$ cat src/sv/rms_pkg.sv
// rms_pkg: shared types and constants of the rate monotonic scheduler
// no dependencies; imported by the interfaces, the register block and the top level

package rms_pkg;

  localparam int MAX_TASKS_DEF  = 16;
  localparam int TIME_WIDTH_DEF = 16;

  localparam int CMD_W       = 1;
  localparam int TASK_IDX_W  = 4;
  localparam int TIME_FLD_W  = 16;
  localparam int COUNT_W     = 5;
  localparam int CFG_ADDR_W  = 3;
  localparam int CFG_DATA_W  = 32;

  localparam logic [CMD_W-1:0]   CMD_LOAD = 1'b0;
  localparam logic [CMD_W-1:0]   CMD_TICK = 1'b1;

  // register index taken from paddr[2]
  localparam logic               REG_TASK_COUNT = 1'b0;
  localparam logic [COUNT_W-1:0] TASK_COUNT_RST = 5'd1;

  typedef enum logic [1:0] {
    ST_IDLE,
    ST_SEL,
    ST_REL,
    ST_DONE
  } state_t;

endpackage

$ cat src/sv/rms_if.sv
// rms_in_if / rms_out_if: valid-ready channels for command words and result words
// depends on rms_pkg for field widths

interface rms_in_if;
  import rms_pkg::*;
  logic                  valid;
  logic                  ready;
  logic [CMD_W-1:0]      command;
  logic [TASK_IDX_W-1:0] task_index;
  logic [TIME_FLD_W-1:0] exec_time;
  logic [TIME_FLD_W-1:0] task_period;

  modport source (output valid, command, task_index, exec_time, task_period, input ready);
  modport sink   (input valid, command, task_index, exec_time, task_period, output ready);
endinterface

interface rms_out_if;
  import rms_pkg::*;
  logic                  valid;
  logic                  ready;
  logic                  ran;
  logic [TASK_IDX_W-1:0] running_task;

  modport source (output valid, ran, running_task, input ready);
  modport sink   (input valid, ran, running_task, output ready);
endinterface

$ cat src/sv/rms_cfg.sv
// rms_cfg: apb-style register block holding task_count
// depends on rms_pkg

module rms_cfg (
  input  logic                           clk,
  input  logic                           rst_n,
  input  logic                           psel,
  input  logic                           penable,
  input  logic                           pwrite,
  input  logic [rms_pkg::CFG_ADDR_W-1:0] paddr,
  input  logic [rms_pkg::CFG_DATA_W-1:0] pwdata,
  output logic [rms_pkg::CFG_DATA_W-1:0] prdata,
  output logic                           pready,
  output logic [rms_pkg::COUNT_W-1:0]    task_count
);
  import rms_pkg::*;

  logic [COUNT_W-1:0] task_count_r;
  logic [COUNT_W-1:0] task_count_nxt;
  logic               wr_hit;

  assign wr_hit = psel && penable && pwrite && (paddr[2] == REG_TASK_COUNT);

  always_comb begin
    task_count_nxt = task_count_r;
    if (wr_hit) begin
      task_count_nxt = pwdata[COUNT_W-1:0];
    end
  end

  always_ff @(posedge clk) begin
    if (!rst_n) begin
      task_count_r <= TASK_COUNT_RST;
    end else begin
      task_count_r <= task_count_nxt;
    end
  end

  always_comb begin
    prdata = '0;
    if (paddr[2] == REG_TASK_COUNT) begin
      prdata = CFG_DATA_W'(task_count_r);
    end
  end

  assign pready     = 1'b1;
  assign task_count = task_count_r;

endmodule

$ cat src/sv/rate_monotonic_scheduler.sv
// rate_monotonic_scheduler: task table in one synchronous memory, select pass then release pass
// load word: entry written on accept, result loaded in ST_DONE once the output is free;
// tick word: ST_SEL then ST_REL read pass over the active entries, result loaded in ST_DONE
// one word in work at a time; the next word is taken while a result still waits at the output
// rst_n synchronous active low: entry valid bits cleared, task_count = 1, no clearing pass
// depends on rms_pkg, rms_in_if, rms_out_if, rms_cfg

module rate_monotonic_scheduler #(
  parameter int MAX_TASKS  = rms_pkg::MAX_TASKS_DEF,
  parameter int TIME_WIDTH = rms_pkg::TIME_WIDTH_DEF
) (
  input  logic                           clk,
  input  logic                           rst_n,
  rms_in_if.sink                         in_bus,
  rms_out_if.source                      out_bus,
  input  logic                           psel,
  input  logic                           penable,
  input  logic                           pwrite,
  input  logic [rms_pkg::CFG_ADDR_W-1:0] paddr,
  input  logic [rms_pkg::CFG_DATA_W-1:0] pwdata,
  output logic [rms_pkg::CFG_DATA_W-1:0] prdata,
  output logic                           pready
);
  import rms_pkg::*;

  localparam int IDX_W = $clog2(MAX_TASKS);
  localparam int CNT_W = $clog2(MAX_TASKS + 1);
  localparam int TW    = TIME_WIDTH;
  localparam int WORD_W = 4 * TW;

  logic [COUNT_W-1:0] task_count;
  logic [CNT_W-1:0]   n_eff;

  rms_cfg u_cfg (
    .clk        (clk),
    .rst_n      (rst_n),
    .psel       (psel),
    .penable    (penable),
    .pwrite     (pwrite),
    .paddr      (paddr),
    .pwdata     (pwdata),
    .prdata     (prdata),
    .pready     (pready),
    .task_count (task_count)
  );

  always_comb begin
    if (32'(task_count) > MAX_TASKS) begin
      n_eff = CNT_W'(MAX_TASKS);
    end else begin
      n_eff = CNT_W'(task_count);
    end
  end

  // task table: exec, period, remaining work, release countdown
  logic [WORD_W-1:0] mem [MAX_TASKS];
  logic [WORD_W-1:0] rd_data_r;
  logic              mem_we;
  logic [IDX_W-1:0]  mem_waddr;
  logic [WORD_W-1:0] mem_wdata;
  logic [IDX_W-1:0]  rd_addr;
  logic [MAX_TASKS-1:0] valid_r;

  state_t state_r, state_nxt;
  logic [CNT_W-1:0] k_r, k_nxt;
  logic             rv_r, rv_nxt;
  logic [IDX_W-1:0] rv_idx_r, rv_idx_nxt;
  logic             found_r, found_nxt;
  logic [IDX_W-1:0] pick_r, pick_nxt;
  logic [TW-1:0]    best_r, best_nxt;
  logic             out_valid_r, out_valid_nxt;
  logic             out_ran_r;
  logic [TASK_IDX_W-1:0] out_task_r;

  logic in_fire, is_load, load_ok, issue, last_issued, out_free, out_load;

  logic [TW-1:0] f_exec, f_per, f_rem, f_cd, new_rem, new_cd;
  logic          rv_valid;

  assign in_fire  = in_bus.valid && in_bus.ready;
  assign is_load  = in_bus.command == CMD_LOAD;
  assign load_ok  = 32'(in_bus.task_index) < MAX_TASKS;
  assign out_free = !out_valid_r || out_bus.ready;
  assign last_issued = !(k_r < n_eff);

  // next state
  always_comb begin
    state_nxt = state_r;
    case (state_r)
      ST_IDLE: begin
        if (in_fire) begin
          state_nxt = is_load ? ST_DONE : ST_SEL;
        end
      end
      ST_SEL: begin
        if (last_issued && !rv_r) begin
          state_nxt = ST_REL;
        end
      end
      ST_REL: begin
        if (last_issued && !rv_r) begin
          state_nxt = ST_DONE;
        end
      end
      ST_DONE: begin
        if (out_free) begin
          state_nxt = ST_IDLE;
        end
      end
      default: state_nxt = ST_IDLE;
    endcase
  end

  // control outputs
  always_comb begin
    in_bus.ready = 1'b0;
    issue        = 1'b0;
    out_load     = 1'b0;
    case (state_r)
      ST_IDLE: in_bus.ready = 1'b1;
      ST_SEL:  issue = !last_issued;
      ST_REL:  issue = !last_issued;
      ST_DONE: out_load = out_free;
      default: in_bus.ready = 1'b0;
    endcase
  end

  assign rd_addr  = k_r[IDX_W-1:0];
  assign rv_valid = valid_r[rv_idx_r];

  // unpack returned entry; an unloaded entry reads with no work and expired countdown
  always_comb begin
    f_exec = rd_data_r[4*TW-1:3*TW];
    f_per  = rd_data_r[3*TW-1:2*TW];
    f_rem  = rv_valid ? rd_data_r[2*TW-1:TW] : '0;
    f_cd   = rv_valid ? rd_data_r[TW-1:0] : '0;
  end

  // release pass update
  always_comb begin
    new_rem = f_rem;
    new_cd  = f_cd;
    if (found_r && (rv_idx_r == pick_r)) begin
      new_rem = f_rem - TW'(1);
    end
    if (f_cd <= TW'(1)) begin
      new_rem = f_exec;
      new_cd  = f_per;
    end else begin
      new_cd = f_cd - TW'(1);
    end
  end

  // datapath next values and memory write port
  always_comb begin
    k_nxt      = k_r;
    rv_nxt     = issue;
    rv_idx_nxt = rd_addr;
    found_nxt  = found_r;
    pick_nxt   = pick_r;
    best_nxt   = best_r;
    mem_we     = 1'b0;
    mem_waddr  = rv_idx_r;
    mem_wdata  = {f_exec, f_per, new_rem, new_cd};
    if (issue) begin
      k_nxt = k_r + CNT_W'(1);
    end
    case (state_r)
      ST_IDLE: begin
        if (in_fire) begin
          k_nxt     = '0;
          found_nxt = 1'b0;
          pick_nxt  = '0;
          if (is_load && load_ok) begin
            mem_we    = 1'b1;
            mem_waddr = IDX_W'(in_bus.task_index);
            mem_wdata = {TW'(in_bus.exec_time), TW'(in_bus.task_period),
                         TW'(in_bus.exec_time), TW'(in_bus.task_period)};
          end
        end
      end
      ST_SEL: begin
        if (rv_r && (f_rem != '0) && (!found_r || (f_per < best_r))) begin
          found_nxt = 1'b1;
          pick_nxt  = rv_idx_r;
          best_nxt  = f_per;
        end
        if (last_issued && !rv_r) begin
          k_nxt = '0;
        end
      end
      ST_REL: begin
        mem_we = rv_r && rv_valid;
      end
      default: mem_we = 1'b0;
    endcase
  end

  always_comb begin
    out_valid_nxt = out_valid_r;
    if (out_load) begin
      out_valid_nxt = 1'b1;
    end else if (out_bus.ready) begin
      out_valid_nxt = 1'b0;
    end
  end

  always_ff @(posedge clk) begin
    if (mem_we) begin
      mem[mem_waddr] <= mem_wdata;
    end
    rd_data_r <= mem[rd_addr];
  end

  always_ff @(posedge clk) begin
    if (!rst_n) begin
      valid_r <= '0;
    end else if (in_fire && is_load && load_ok) begin
      valid_r[IDX_W'(in_bus.task_index)] <= 1'b1;
    end
  end

  always_ff @(posedge clk) begin
    if (!rst_n) begin
      state_r     <= ST_IDLE;
      k_r         <= '0;
      rv_r        <= 1'b0;
      found_r     <= 1'b0;
      out_valid_r <= 1'b0;
    end else begin
      state_r     <= state_nxt;
      k_r         <= k_nxt;
      rv_r        <= rv_nxt;
      found_r     <= found_nxt;
      out_valid_r <= out_valid_nxt;
    end
  end

  always_ff @(posedge clk) begin
    rv_idx_r <= rv_idx_nxt;
    pick_r   <= pick_nxt;
    best_r   <= best_nxt;
    if (out_load) begin
      out_ran_r  <= found_r;
      out_task_r <= found_r ? TASK_IDX_W'(pick_r) : '0;
    end
  end

  assign out_bus.valid        = out_valid_r;
  assign out_bus.ran          = out_ran_r;
  assign out_bus.running_task = out_task_r;

  a_no_read_in_idle: assert property (@(posedge clk) disable iff (!rst_n)
    (state_r == ST_IDLE) |-> !rv_r)
    else $error("read in flight while idle");

  a_pick_in_range: assert property (@(posedge clk) disable iff (!rst_n)
    (state_r == ST_REL && found_r) |-> (32'(pick_r) < 32'(n_eff)))
    else $error("selected task outside active range");

  a_result_from_done: assert property (@(posedge clk) disable iff (!rst_n)
    $rose(out_valid_r) |-> $past(state_r == ST_DONE))
    else $error("result word raised outside done state");

  a_scan_bound: assert property (@(posedge clk) disable iff (!rst_n)
    32'(k_r) <= MAX_TASKS)
    else $error("scan counter past table depth");

endmodule
$ cat src/flat_wrapper.sv
// flat-port wrapper written by rule: the top's interface ports become plain ports
module rate_monotonic_scheduler_flat import rms_pkg::*;
#(
  parameter int MAX_TASKS  = rms_pkg::MAX_TASKS_DEF,
  parameter int TIME_WIDTH = rms_pkg::TIME_WIDTH_DEF
)
  (clk, rst_n, psel, penable, pwrite, paddr, pwdata, prdata, pready, in_bus_valid, in_bus_command, in_bus_task_index, in_bus_exec_time, in_bus_task_period, in_bus_ready, out_bus_valid, out_bus_ran, out_bus_running_task, out_bus_ready);
  rms_in_if in_bus_i ();
  rms_out_if out_bus_i ();
  input  logic clk;
  input  logic rst_n;
  input  logic psel;
  input  logic penable;
  input  logic pwrite;
  input  logic [rms_pkg::CFG_ADDR_W-1:0] paddr;
  input  logic [rms_pkg::CFG_DATA_W-1:0] pwdata;
  output logic [rms_pkg::CFG_DATA_W-1:0] prdata;
  output logic pready;
  input wire logic [$bits(in_bus_i.valid)-1:0] in_bus_valid;
  input wire logic [$bits(in_bus_i.command)-1:0] in_bus_command;
  input wire logic [$bits(in_bus_i.task_index)-1:0] in_bus_task_index;
  input wire logic [$bits(in_bus_i.exec_time)-1:0] in_bus_exec_time;
  input wire logic [$bits(in_bus_i.task_period)-1:0] in_bus_task_period;
  output wire logic [$bits(in_bus_i.ready)-1:0] in_bus_ready;
  output wire logic [$bits(out_bus_i.valid)-1:0] out_bus_valid;
  output wire logic [$bits(out_bus_i.ran)-1:0] out_bus_ran;
  output wire logic [$bits(out_bus_i.running_task)-1:0] out_bus_running_task;
  input wire logic [$bits(out_bus_i.ready)-1:0] out_bus_ready;
  assign in_bus_i.valid = in_bus_valid;
  assign in_bus_i.command = in_bus_command;
  assign in_bus_i.task_index = in_bus_task_index;
  assign in_bus_i.exec_time = in_bus_exec_time;
  assign in_bus_i.task_period = in_bus_task_period;
  assign in_bus_ready = in_bus_i.ready;
  assign out_bus_valid = out_bus_i.valid;
  assign out_bus_ran = out_bus_i.ran;
  assign out_bus_running_task = out_bus_i.running_task;
  assign out_bus_i.ready = out_bus_ready;
  rate_monotonic_scheduler #(.MAX_TASKS(MAX_TASKS), .TIME_WIDTH(TIME_WIDTH)) u_core (.clk(clk), .rst_n(rst_n), .in_bus(in_bus_i), .out_bus(out_bus_i), .psel(psel), .penable(penable), .pwrite(pwrite), .paddr(paddr), .pwdata(pwdata), .prdata(prdata), .pready(pready));
endmodule
$ cat config.mk
export PLATFORM = sky130hd
export DESIGN_NAME = rate_monotonic_scheduler_flat
export DESIGN_NICKNAME = d
export VERILOG_FILES = /design/src/sv/rms_pkg.sv /design/src/sv/rms_if.sv /design/src/sv/rms_cfg.sv /design/src/sv/rate_monotonic_scheduler.sv /design/src/flat_wrapper.sv
export SDC_FILE = /design/constraint.sdc
export NUM_CORES = 1
export LEC_CHECK = 0
export ABC_AREA = 1
export BUFFER_PORTS_ARGS = -buffer_cell sky130_fd_sc_hd__buf_4
export CORE_ASPECT_RATIO = 0.9
export CORE_MARGIN = 3
export CORE_UTILIZATION = 56
export DETAILED_ROUTE_END_ITERATION = 12
export PLACE_DENSITY = 0.76
export REMOVE_ABC_BUFFERS = 1
export SYNTH_ARGS = -nofsm -noshare
export SYNTH_HDL_FRONTEND = slang
export SYNTH_SLANG_ARGS = --single-unit
$ cat constraint.sdc
create_clock -name clk -period 4.7 [get_ports clk]
set_input_delay 0.235 -clock clk [delete_from_list [all_inputs] [get_ports clk]]
set_output_delay 0.235 -clock clk [all_outputs]
set_load 0.01 [all_outputs]
# After elaboration in Yosys (flattened, before gate mapping)

Memories as Yosys holds them, arrays and structs flattened. A register that Yosys moved wholly into a read port is not among the register bits.
Cells that the tools add are included.

$add $sub $neg: 3
Multipliers: 0
Divide/modulo/power cells: 0
Magnitude comparators: 7
Equality and inequality tests: 9
Shifts and indexed selects: 0
Multiplexer cells: 43
Bitwise gates (word level): 3
Reduce and logical (&&, ||, !) cells: 25

Operators by type and width:

| kind                    | count |
|---|---|
| $mux W64                | 3 |
| $mux W16                | 5 |
| $sub A16 B1 Y16 const B | 2 |
| $mux W5                 | 5 |
| $mux W4                 | 5 |
| $le A16 B1 Y1 const B   | 1 |
| $lt A16 B16 Y1          | 1 |
| $or A16 B16 Y16         | 1 |
| $reduce_bool A16 Y1     | 1 |
| $mux W1                 | 13 |
| $logic_and A1 B1 Y1     | 11 |
| $lt A4 B5 Y1 const B    | 2 |
| $mux W2                 | 5 |
| $ne A2 B1 Y1 const B    | 5 |
| $pmux W5 S2             | 1 |
| $pmux W2 S4             | 1 |
| $pmux W4 S2             | 1 |
| $add A5 B1 Y5 const B   | 1 |
| $gt A5 B5 Y1 const B    | 1 |
| $lt A5 B5 Y1            | 1 |
| $bmux W1 S4             | 1 |
| $demux W1 S4            | 1 |
| $eq A2 B2 Y1 const B    | 2 |
| $eq A4 B4 Y1            | 1 |
| 12 further kinds        | 19 |

Register bits after elaboration: 60
Latch bits: 0
Memory bits (writable): 1024
Bits in read-only memories: 0
Input port bits: 79
Output and inout bits: 40
Memories: 1

Memories:

| memory     | depth | bits a word | rd ports | clocked after Yosys merged registers in | wr ports | RTL line                       | text |
|---|---|---|---|---|---|---|---|
| u_core.mem | 16    | 64          | 1        | 1                                       | 1        | rate_monotonic_scheduler.sv:56 | `logic [WORD_W-1:0] mem [MAX_TASKS];` |

# Logic depth before layout (Yosys ltp)

Gate-level depths: netlist (run 1).

Depth after elaboration: 9
Gate-level depth with buffers: 21
Depth with buffers taken out: 17

# Cells and area by module

From an unflattened synthesis (run 1), not the netlist that was laid out.

Cell total of the unflattened synthesis: 3544
Area, all modules: 45912.8 sq um

Modules (own cells, without submodules):

| module                   | instances | cells each | area each (sq um) |
|---|---|---|---|
| rate_monotonic_scheduler | 1         | 3469       | 45424.8 |
| rms_cfg                  | 1         | 75         | 488.0 |

# Worst setup path after synthesis (run 1)

OpenSTA, ideal clock, no wires.

Path type: register to register
From: register u_core.state_r[0]
To: memory u_core.mem[4][0] in the netlist's numbering, enable pin
Setup time: 0.487 ns
Arrival time: 4.300 ns
Required time: 4.213 ns
Setup slack: -0.086 ns
Stages on the path, launching flop included: 10
Path buffers: 1
Cells stage by stage: dfxtp_1 -> inv_1 -> ha_1 -> nand3_1 -> inv_1 -> clkbuf_1 -> o21ai_0 -> inv_1 -> nand3_1 -> nor2_1

Longest elaborated chain between the ends: 7
Elaborated cells between the ends (all ways): 10
Classes of those cells: eq/ne: 1; mux: 7; reduce/logical: 2

Ends and longest elaborated chain:

| what                          | RTL line                        | text |
|---|---|---|
| start, declared               | rate_monotonic_scheduler.sv:64  | `state_t state_r, state_nxt;` |
| start signal, assigned        | rate_monotonic_scheduler.sv:231 | `state_r <= state_nxt;` |
| $logic_not A2 Y1 *            | rate_monotonic_scheduler.sv:119 | `case (state_r)` |
| $mux W1 *                     | rate_monotonic_scheduler.sv:119 |  |
| via in_bus_ready              | flat_wrapper.sv:24              | `output wire logic [$bits(in_bus_i.ready)-1:0] in_bus_ready;` |
| $logic_and A1 B1 Y1 *         | rate_monotonic_scheduler.sv:80  | `assign in_fire = in_bus.valid && in_bus.ready;` |
| $mux W1                       | rate_monotonic_scheduler.sv:170 | `if (in_fire) begin` |
| $pmux W1 S2                   | rate_monotonic_scheduler.sv:168 | `case (state_r)` |
| $mux W1                       | rate_monotonic_scheduler.sv:209 | `if (mem_we) begin` |
| $mux W1 (not written as such) | rate_monotonic_scheduler.sv:210 | `mem[mem_waddr] <= mem_wdata;` |
| end, declared                 | rate_monotonic_scheduler.sv:56  |  |

The timed path passes the listed nets; every way through them passes the cells marked *.

# Worst setup path in the final report (run 1)

From: register u_core.rv_idx_r[0]
To: memory u_core.mem[10][11] in the netlist's numbering, data pin

Longest elaborated chain between the ends: 8
Elaborated cells between the ends (all ways): 9
Classes of those cells: add/sub: 1; order compare: 1; mux: 7

Ends and longest elaborated chain:

| what                                                    | RTL line                                                         | text |
|---|---|---|
| start, declared                                         | rate_monotonic_scheduler.sv:67                                   | `logic [IDX_W-1:0] rv_idx_r, rv_idx_nxt;` |
| start signal, assigned                                  | rate_monotonic_scheduler.sv:240                                  | `rv_idx_r <= rv_idx_nxt;` |
| $bmux W1 S4 *                                           | rate_monotonic_scheduler.sv:129                                  | `assign rv_valid = valid_r[rv_idx_r];` |
| $mux W1 (not written as such) *                         | rate_monotonic_scheduler.sv:129                                  |  |
| $mux W16 *                                              | rate_monotonic_scheduler.sv:136                                  | `f_cd = rv_valid ? rd_data_r[TW-1:0] : '0;` |
| $sub A16 B1 Y16 / $le A16 B1 Y1 (equally long branches) | rate_monotonic_scheduler.sv:150, rate_monotonic_scheduler.sv:146 |  |
| $mux W16 *                                              | rate_monotonic_scheduler.sv:146                                  | `if (f_cd <= TW'(1)) begin` |
| $mux W64                                                | rate_monotonic_scheduler.sv:174                                  | `if (is_load && load_ok) begin` |
| $mux W64                                                | rate_monotonic_scheduler.sv:170                                  |  |
| $mux W64 *                                              | rate_monotonic_scheduler.sv:168                                  |  |
| via u_core.mem_wdata[11]                                | rate_monotonic_scheduler.sv:60                                   | `logic [WORD_W-1:0] mem_wdata;` |

The timed path passes the listed nets; every way through them passes the cells marked *. The select of a mux whose other input is x is not followed.

==> impl_metrics.tcl, run 1 <==
set metrics [dict create \
    status "finished clean" \
    route.antenna.remaining_nets 0 \
    fp.dieH_um 278 \
    dr_total_vias 29000 \
    remaining_drc_errors 0 \
    rsz0062_at_grt "false" \
    seqPwrFrac 0.469 \
    required_ps 5020 \
    finalClockSkew_ps 21.5 \
    core_area_um2 80300 \
    finalNetCount 3684 \
    final_cell_mix "edfxtp_1, nor2_1, nand2_1, o21ai_0, nand3_1" \
    post_cts_buffers 0 \
    ctsResizeCount 0 \
    synth_edf_count 1049 \
    antenna_found_initial 1 \
    dp_slack_ps 703 \
    grt_pass1_wl_um 166000 \
    fin_util 0.640 \
    fin_crit_sh 0.891 \
    arrival_ps 4500 \
    min_period_ps 4190 \
    gr-total-overflow 0 \
    combinationalPowerShare 0.240 \
    setup_violations 0 \
    critical_path.slowest_cell "nor2_1" \
    track_usage 0.255 \
    numClockSinks 1148 \
    routedWlPerCell_um 23.3 \
    drt_iter0_drc 3702 \
    fp.dieW_um 308 \
    vdd.ir_drop.worst_mv 0.440 \
    cp-start-kind "flip-flop" \
    clk_transition_reported_paths_ps 70 \
    post-dp-hpwl_um 53400 \
    grt_pass1_vias 28200 \
    mostFrequentLayoutCell "edfxtp_1" \
    cts_buffer_depth 3 \
    clock.fmax_mhz 239 \
    r2r_slack_ps 510 \
    yosysWarnings 0 \
    cts_inserted_buffers 105 \
    synth.cell_area_um2 45900 \
    cap_violations 0 \
    critical_path_class "reg2reg" \
    viasPerCell 6.16 \
    syn2layout_area_growth_pct 12.1 \
    path_max_fanout 33 \
    fp.dieArea_um2 85400 \
    avgSynthCellArea_um2 13.0 \
    yosys.area.top_type "edfxtp_1" \
    path_cells "inv_2 -> nand2_1 -> nand3_1 -> nand3_1 -> nand3_2 -> nand2_4 -> nand2_2 -> ha_1 -> o211ai_2 -> nor2_4 -> nand2_4 -> nand2_2 -> inv_2 -> nor2_1 -> nor2_1" \
    ys_ff_latch 1148 \
    hold_viol_final 0 \
    end_kind "flip-flop" \
    synthCells 3539 \
    grt_max_degree 169 \
    num_rows 98 \
    ios 119 \
    relSlewSlack 0.312 \
    slew_violations 0 \
    cts_tree "built" \
    root_buffer "clkbuf_16" \
    intPower_w 0.0212 \
    gp_congestion 0.853 \
    wirelength_um 110000 \
    p_leak_nw 17.2 \
    critPathMaxStageDelay_ps 790 \
    setup_ws_ps 514 \
    synth.area.top_cells "edfxtp_1, nor2_1, dfxtp_1, o21ai_0, nand2_1" \
    p_switching_w 0.00946 \
    synthArstFlopShare 0 \
    synth-seq-area-share 0.729 \
    tightest_slew_ps 1030 \
    drive_gt1_frac 0.0970 \
    yosys.cell_types.count 44 \
    dr.pass1.iters 6 \
    htreeDepth 3 \
    synth_top_area_share 0.686 \
    swShare 0.309 \
    portBuffers 61 \
    p_clk_frac 0.291 \
    hold_path_class "in2reg" \
    powerDensity_nw_per_um2 595 \
    synth_flop_cell "edfxtp_1" \
    diodes 0 \
    clk_latency_ps 660 \
    start_util 0.571 \
    holdBufCountCts 18 \
]
-- per-stage QoR --
stage	total power, W	cells	TNS (ps)	hold slack [ps]	cell area (um^2)
final	0.0306	4719	0	114	51400
after global routing	0.0319	4719	0	122	51400
after CTS	0.0306	4719	0	76.0	51400
after detailed placement	0.0217	4503	0	449	47600
after global placement	0.0215	4503	0	435	47600
after floorplan	0.0187	3321	-2751350	334	44900
-- registers in the layout, indices dropped and copies added, names as in the netlist, 2 cells and up --
register	count
u_core.best_r	16
u_core.k_r	5
u_core.mem	1024
u_core.out_bus.running_task	4
u_core.pick_r	4
u_core.rd_data_r	64
u_core.rv_idx_r	4
u_core.state_r	2
u_core.u_cfg.task_count	5
u_core.valid_r	16
-- metal layers --
metal,vias up,share of wire,routed length (um),GRT usage
met1,14200,0.39,43400,0.348
met4,0,0.031,3440,0.0918
li1,13100,-,-,-
met3,258,0.090,9860,0.0379
met2,1488,0.48,53300,0.419
met5,-,0,0,0
-- synthesized netlist by cell type (2+ instances only) --
cell type / instances
buf_1: 10
o211ai_1: 23
or2_0: 4
nand3_2: 3
buf_2: 20
edfxtp_1: 1049
a211oi_1: 2
inv_2: 8
nor2_1: 642
o221ai_1: 108
and3_1: 2
o21ai_2: 5
xor2_1: 7
buf_6: 5
o21ai_1: 14
nand3b_1: 4
o32ai_1: 148
xnor2_1: 7
nand2_2: 6
mux2i_1: 109
a21oi_1: 50
nor3_1: 6
clkbuf_1: 177
nand3_1: 163
ha_1: 27
nand4_1: 8
nor2_2: 9
o21ai_0: 305
inv_1: 110
conb_1: 2
nor2_4: 3
dfxtp_1: 99
nand2_1: 361
nand2_4: 2
buf_4: 32
-- power groups by stage --
stage                     Clock, W  Combinational [W]  Sequential (W)
after CTS                  0.00899            0.00725          0.0144
after floorplan                  0            0.00411          0.0146
after global placement           0            0.00698          0.0145
after global routing       0.00937            0.00808          0.0144
final                      0.00891            0.00734          0.0144
after detailed placement         0            0.00716          0.0146
-- cell families (layout without fill, tap and decap cells) --
| group | after synthesis | after routing | synth area share |
|---|---|---|---|
| compound gates | 661 | 661 | 0.0954 |
| other cells | 2 | 28 | 0.000164 |
| flops | 1148 | 1148 | 0.729 |
| fa+ha+maj | 27 | 27 | 0.00736 |
| xor+xnor | 14 | 14 | 0.00267 |
| buf+inv | 362 | 466 | 0.0336 |
| simple gates | 1216 | 1216 | 0.108 |
| mux | 109 | 109 | 0.0238 |
-- layout make-up --
cell class	instances	area [um^2]
Fill cell	5601	28900
Timing Repair Buffer	150	1450
Clock inverter	63	778
Sequential cell	1148	33500
Clock buffer	135	2840
Inverter	118	455
Multi-Input combinational cell	2055	11100
Tap cell	1050	1310
-- critical path: cells and delay by family (launching register included) --
kind / cells / cell delay, ps
buf+inv: 2 / 530
simple gates: 11 / 2210
compound gates: 1 / 190
flops: 1 / 580
fa+ha+maj: 1 / 260
-- worst paths after layout --
path                                              from            endpoint  cells past startpoint
worst max-delay path                u_core.rv_idx_r[0]  u_core.mem[10][11]                     15
worst min register to register       u_core.valid_r[5]   u_core.valid_r[5]                      2
worst max register to register      u_core.rv_idx_r[0]  u_core.mem[10][11]                     15
worst min-delay path            in_bus_task_period[14]   u_core.mem[9][46]                      4
No activity file was read; power rests on OpenSTA's default activity.
==> inputs of run 2 (changes only) <==
ABC_AREA = not set   (was 1)
==> run 2 against run 1 <==
  * Power down 20%
  * Global-route usage down 0.52 points
  * Largest power group unchanged
  * Sequential share of layout area increased by 1.0 points
  * Highest routed layer unchanged
  * Hold slack worse by 71 ps
==> impl_metrics.tcl, run 2 <==
set metrics [dict create \
    finalClockSkew_ps 28.3 \
    grt_pass1_vias 22700 \
    remaining_drc_errors 0 \
    dr_total_vias 22300 \
    dr.pass1.iters 6 \
    path_max_fanout 16 \
    drt_iter0_drc 3077 \
    rsz0062_at_grt "false" \
    ys_ff_latch 1148 \
    antenna_found_initial 1 \
    avgSynthCellArea_um2 20.8 \
    gr-total-overflow 0 \
    tightest_slew_ps 1090 \
    placed_area_um2 47000 \
    clk_latency_ps 670 \
    holdBufCountCts 21 \
    yosysWarnings 0 \
    mostFrequentLayoutCell "edfxtp_1" \
    cts_inserted_buffers 107 \
    vdd.ir_drop.worst_mv 0.339 \
    cts_buffer_depth 3 \
    cap_violations 0 \
    synthTopCellsByCount "edfxtp_1, mux4_2, nand2_1, dfxtp_1, clkbuf_1" \
    portBuffers 61 \
    route.antenna.remaining_nets 0 \
    fp.dieH_um 274 \
    post_cts_buffers 0 \
    synth-seq-area-share 0.751 \
    gp_congestion 0.843 \
    largestRegisters "u_core.mem: 1024 flops, u_core.rd_data_r: 64 flops" \
    ctsResizeCount 0 \
    synth.cell_area_um2 44600 \
    grt_pass1_wl_um 150000 \
    slew_violations 0 \
    viasPerCell 6.45 \
    clk_transition_reported_paths_ps 60 \
    grt_max_degree 102 \
    htreeDepth 3 \
    fin_crit_sh 0.917 \
    top_register "u_core.mem" \
    critical_path.slowest_cell "a31oi_1" \
    final_cell_mix "edfxtp_1, mux4_2, nand2_1, buf_4, clkbuf_16" \
    path_cells "mux2_2 -> a22oi_1 -> a31o_2 -> nand2_2 -> nand2_1 -> ha_1 -> or2_2 -> nor4b_4 -> a31oi_4 -> and2_1 -> buf_4 -> a31oi_1" \
    yosys.area.top_type "edfxtp_1" \
    fp.dieArea_um2 83000 \
    critical_path_class "reg2reg" \
    cp-start-kind "flip-flop" \
    drive_gt1_frac 0.281 \
    synthArstFlopShare 0 \
    syn2layout_area_growth_pct 13.6 \
    total_power_w 0.0246 \
    postLayoutCellArea_um2 50600 \
    cp_top_family "compound AO/OA/AOI/OAI gates" \
    synth_flop_cell "edfxtp_1" \
    critPathMaxStageDelay_ps 870 \
    yosysMostFrequentCell "edfxtp_1" \
    setup_tns_ps 0 \
    end_kind "flip-flop" \
    min_period_ps 4310 \
    relSlewSlack 0.267 \
    required_ps 5000 \
    status "finished clean" \
    p_leak_nw 16.1 \
    synth_edf_count 1049 \
    fp.dieW_um 303 \
    diodes 0 \
    finalNetCount 2424 \
    synthCells 2143 \
    start_util 0.569 \
    num_rows 97 \
    hold_viol_final 0 \
    largest_reg_flops 1024 \
    root_buffer "clkbuf_16" \
    hold_path_class "in2reg" \
    synth.area.top_cells "edfxtp_1, mux4_2, dfxtp_1, nand2_1, ha_1" \
    setup_violations 0 \
    synth_top_area_share 0.707 \
    cts_tree "built" \
    cp_num_buf_inv 1 \
    post-dp-hpwl_um 52500 \
    ios 119 \
    wirelength_um 101000 \
    clock.fmax_mhz 232 \
    yosys.cell_types.count 66 \
    routedWlPerCell_um 29.4 \
    powerDensity_nw_per_um2 486 \
    track_usage 0.249 \
    numClockSinks 1148 \
    core_area_um2 78400 \
    arrival_ps 4610 \
]
==> run 2: worst reg2reg max path, delay by kind of cell, from the launching register on <==
kind / cells / cell delay [ps]
adder cells (fa/ha/maj): 1 / 180
AND/OR/NAND/NOR: 5 / 1210
multiplexers: 1 / 390
buffers and inverters: 1 / 180
AO/OA/AOI/OAI: 4 / 1390
flip-flops: 1 / 600
==> run 2: path summary, 6_finish.rpt <==
path                       from                 to  slack (ps)  cells after the start
min                in_bus_valid     u_core.found_r          40                      4
min reg2reg   u_core.valid_r[8]  u_core.valid_r[8]         470                      1
max reg2reg  u_core.rv_idx_r[2]   u_core.mem[5][5]         390                     12
max          u_core.rv_idx_r[2]   u_core.mem[5][5]         390                     12
==> run 2: cells by family (layout without fill, tap and decap cells) <==
logic type / Yosys count / count (layout) / share of synthesized area
multiplexers: 340 / 340 / 0.167
adder cells (fa/ha/maj): 27 / 27 / 0.00758
AO/OA/AOI/OAI: 137 / 137 / 0.0205
other: 2 / 28 / 0.000168
flip-flops: 1148 / 1148 / 0.751
AND/OR/NAND/NOR: 314 / 314 / 0.0334
buffers and inverters: 159 / 401 / 0.0173
XOR/XNOR: 16 / 16 / 0.00314
==> run 2: area by class of cell <==
cell class	instances	area, um^2
clock buffers	157	3070
clock inverters	45	372
fillers	5026	27800
inverters	26	97.6
multi-input cells	862	10600
flip-flops and latches	1148	33500
well taps	1039	1300
repair buffers	173	1740
==> run 2: layer usage <==
layer / share of wire / wire length (um) / vias up / track usage
li1: - / - / 9117 / -
met1: 0.39 / 39900 / 11700 / 0.370
met2: 0.49 / 49900 / 1259 / 0.397
met3: 0.092 / 9300 / 196 / 0.0376
met4: 0.024 / 2400 / 0 / 0.0630
met5: 0 / 0 / - / 0
==> run 2: per-stage QoR <==
stage          worst slack (ps)  utilization  hold WS, ps  cells
2_1_floorplan             -7200            -          297   2036
3_3_place_gp                439        0.599          446   3227
3_5_place_dp                170        0.599          458   3227
4_1_cts                     149        0.646         12.2   3450
5_1_grt                    69.6        0.646         63.9   3450
6_report                    392        0.646         43.1   3450
==> run 2: power breakdown <==
group / switching, W / internal [W] / total, W
sequential: 0.000336 / 0.0125 / 0.0128
clock: 0.00364 / 0.00480 / 0.00843
combinational: 0.00204 / 0.00129 / 0.00333
total: 0.00602 / 0.0186 / 0.0246
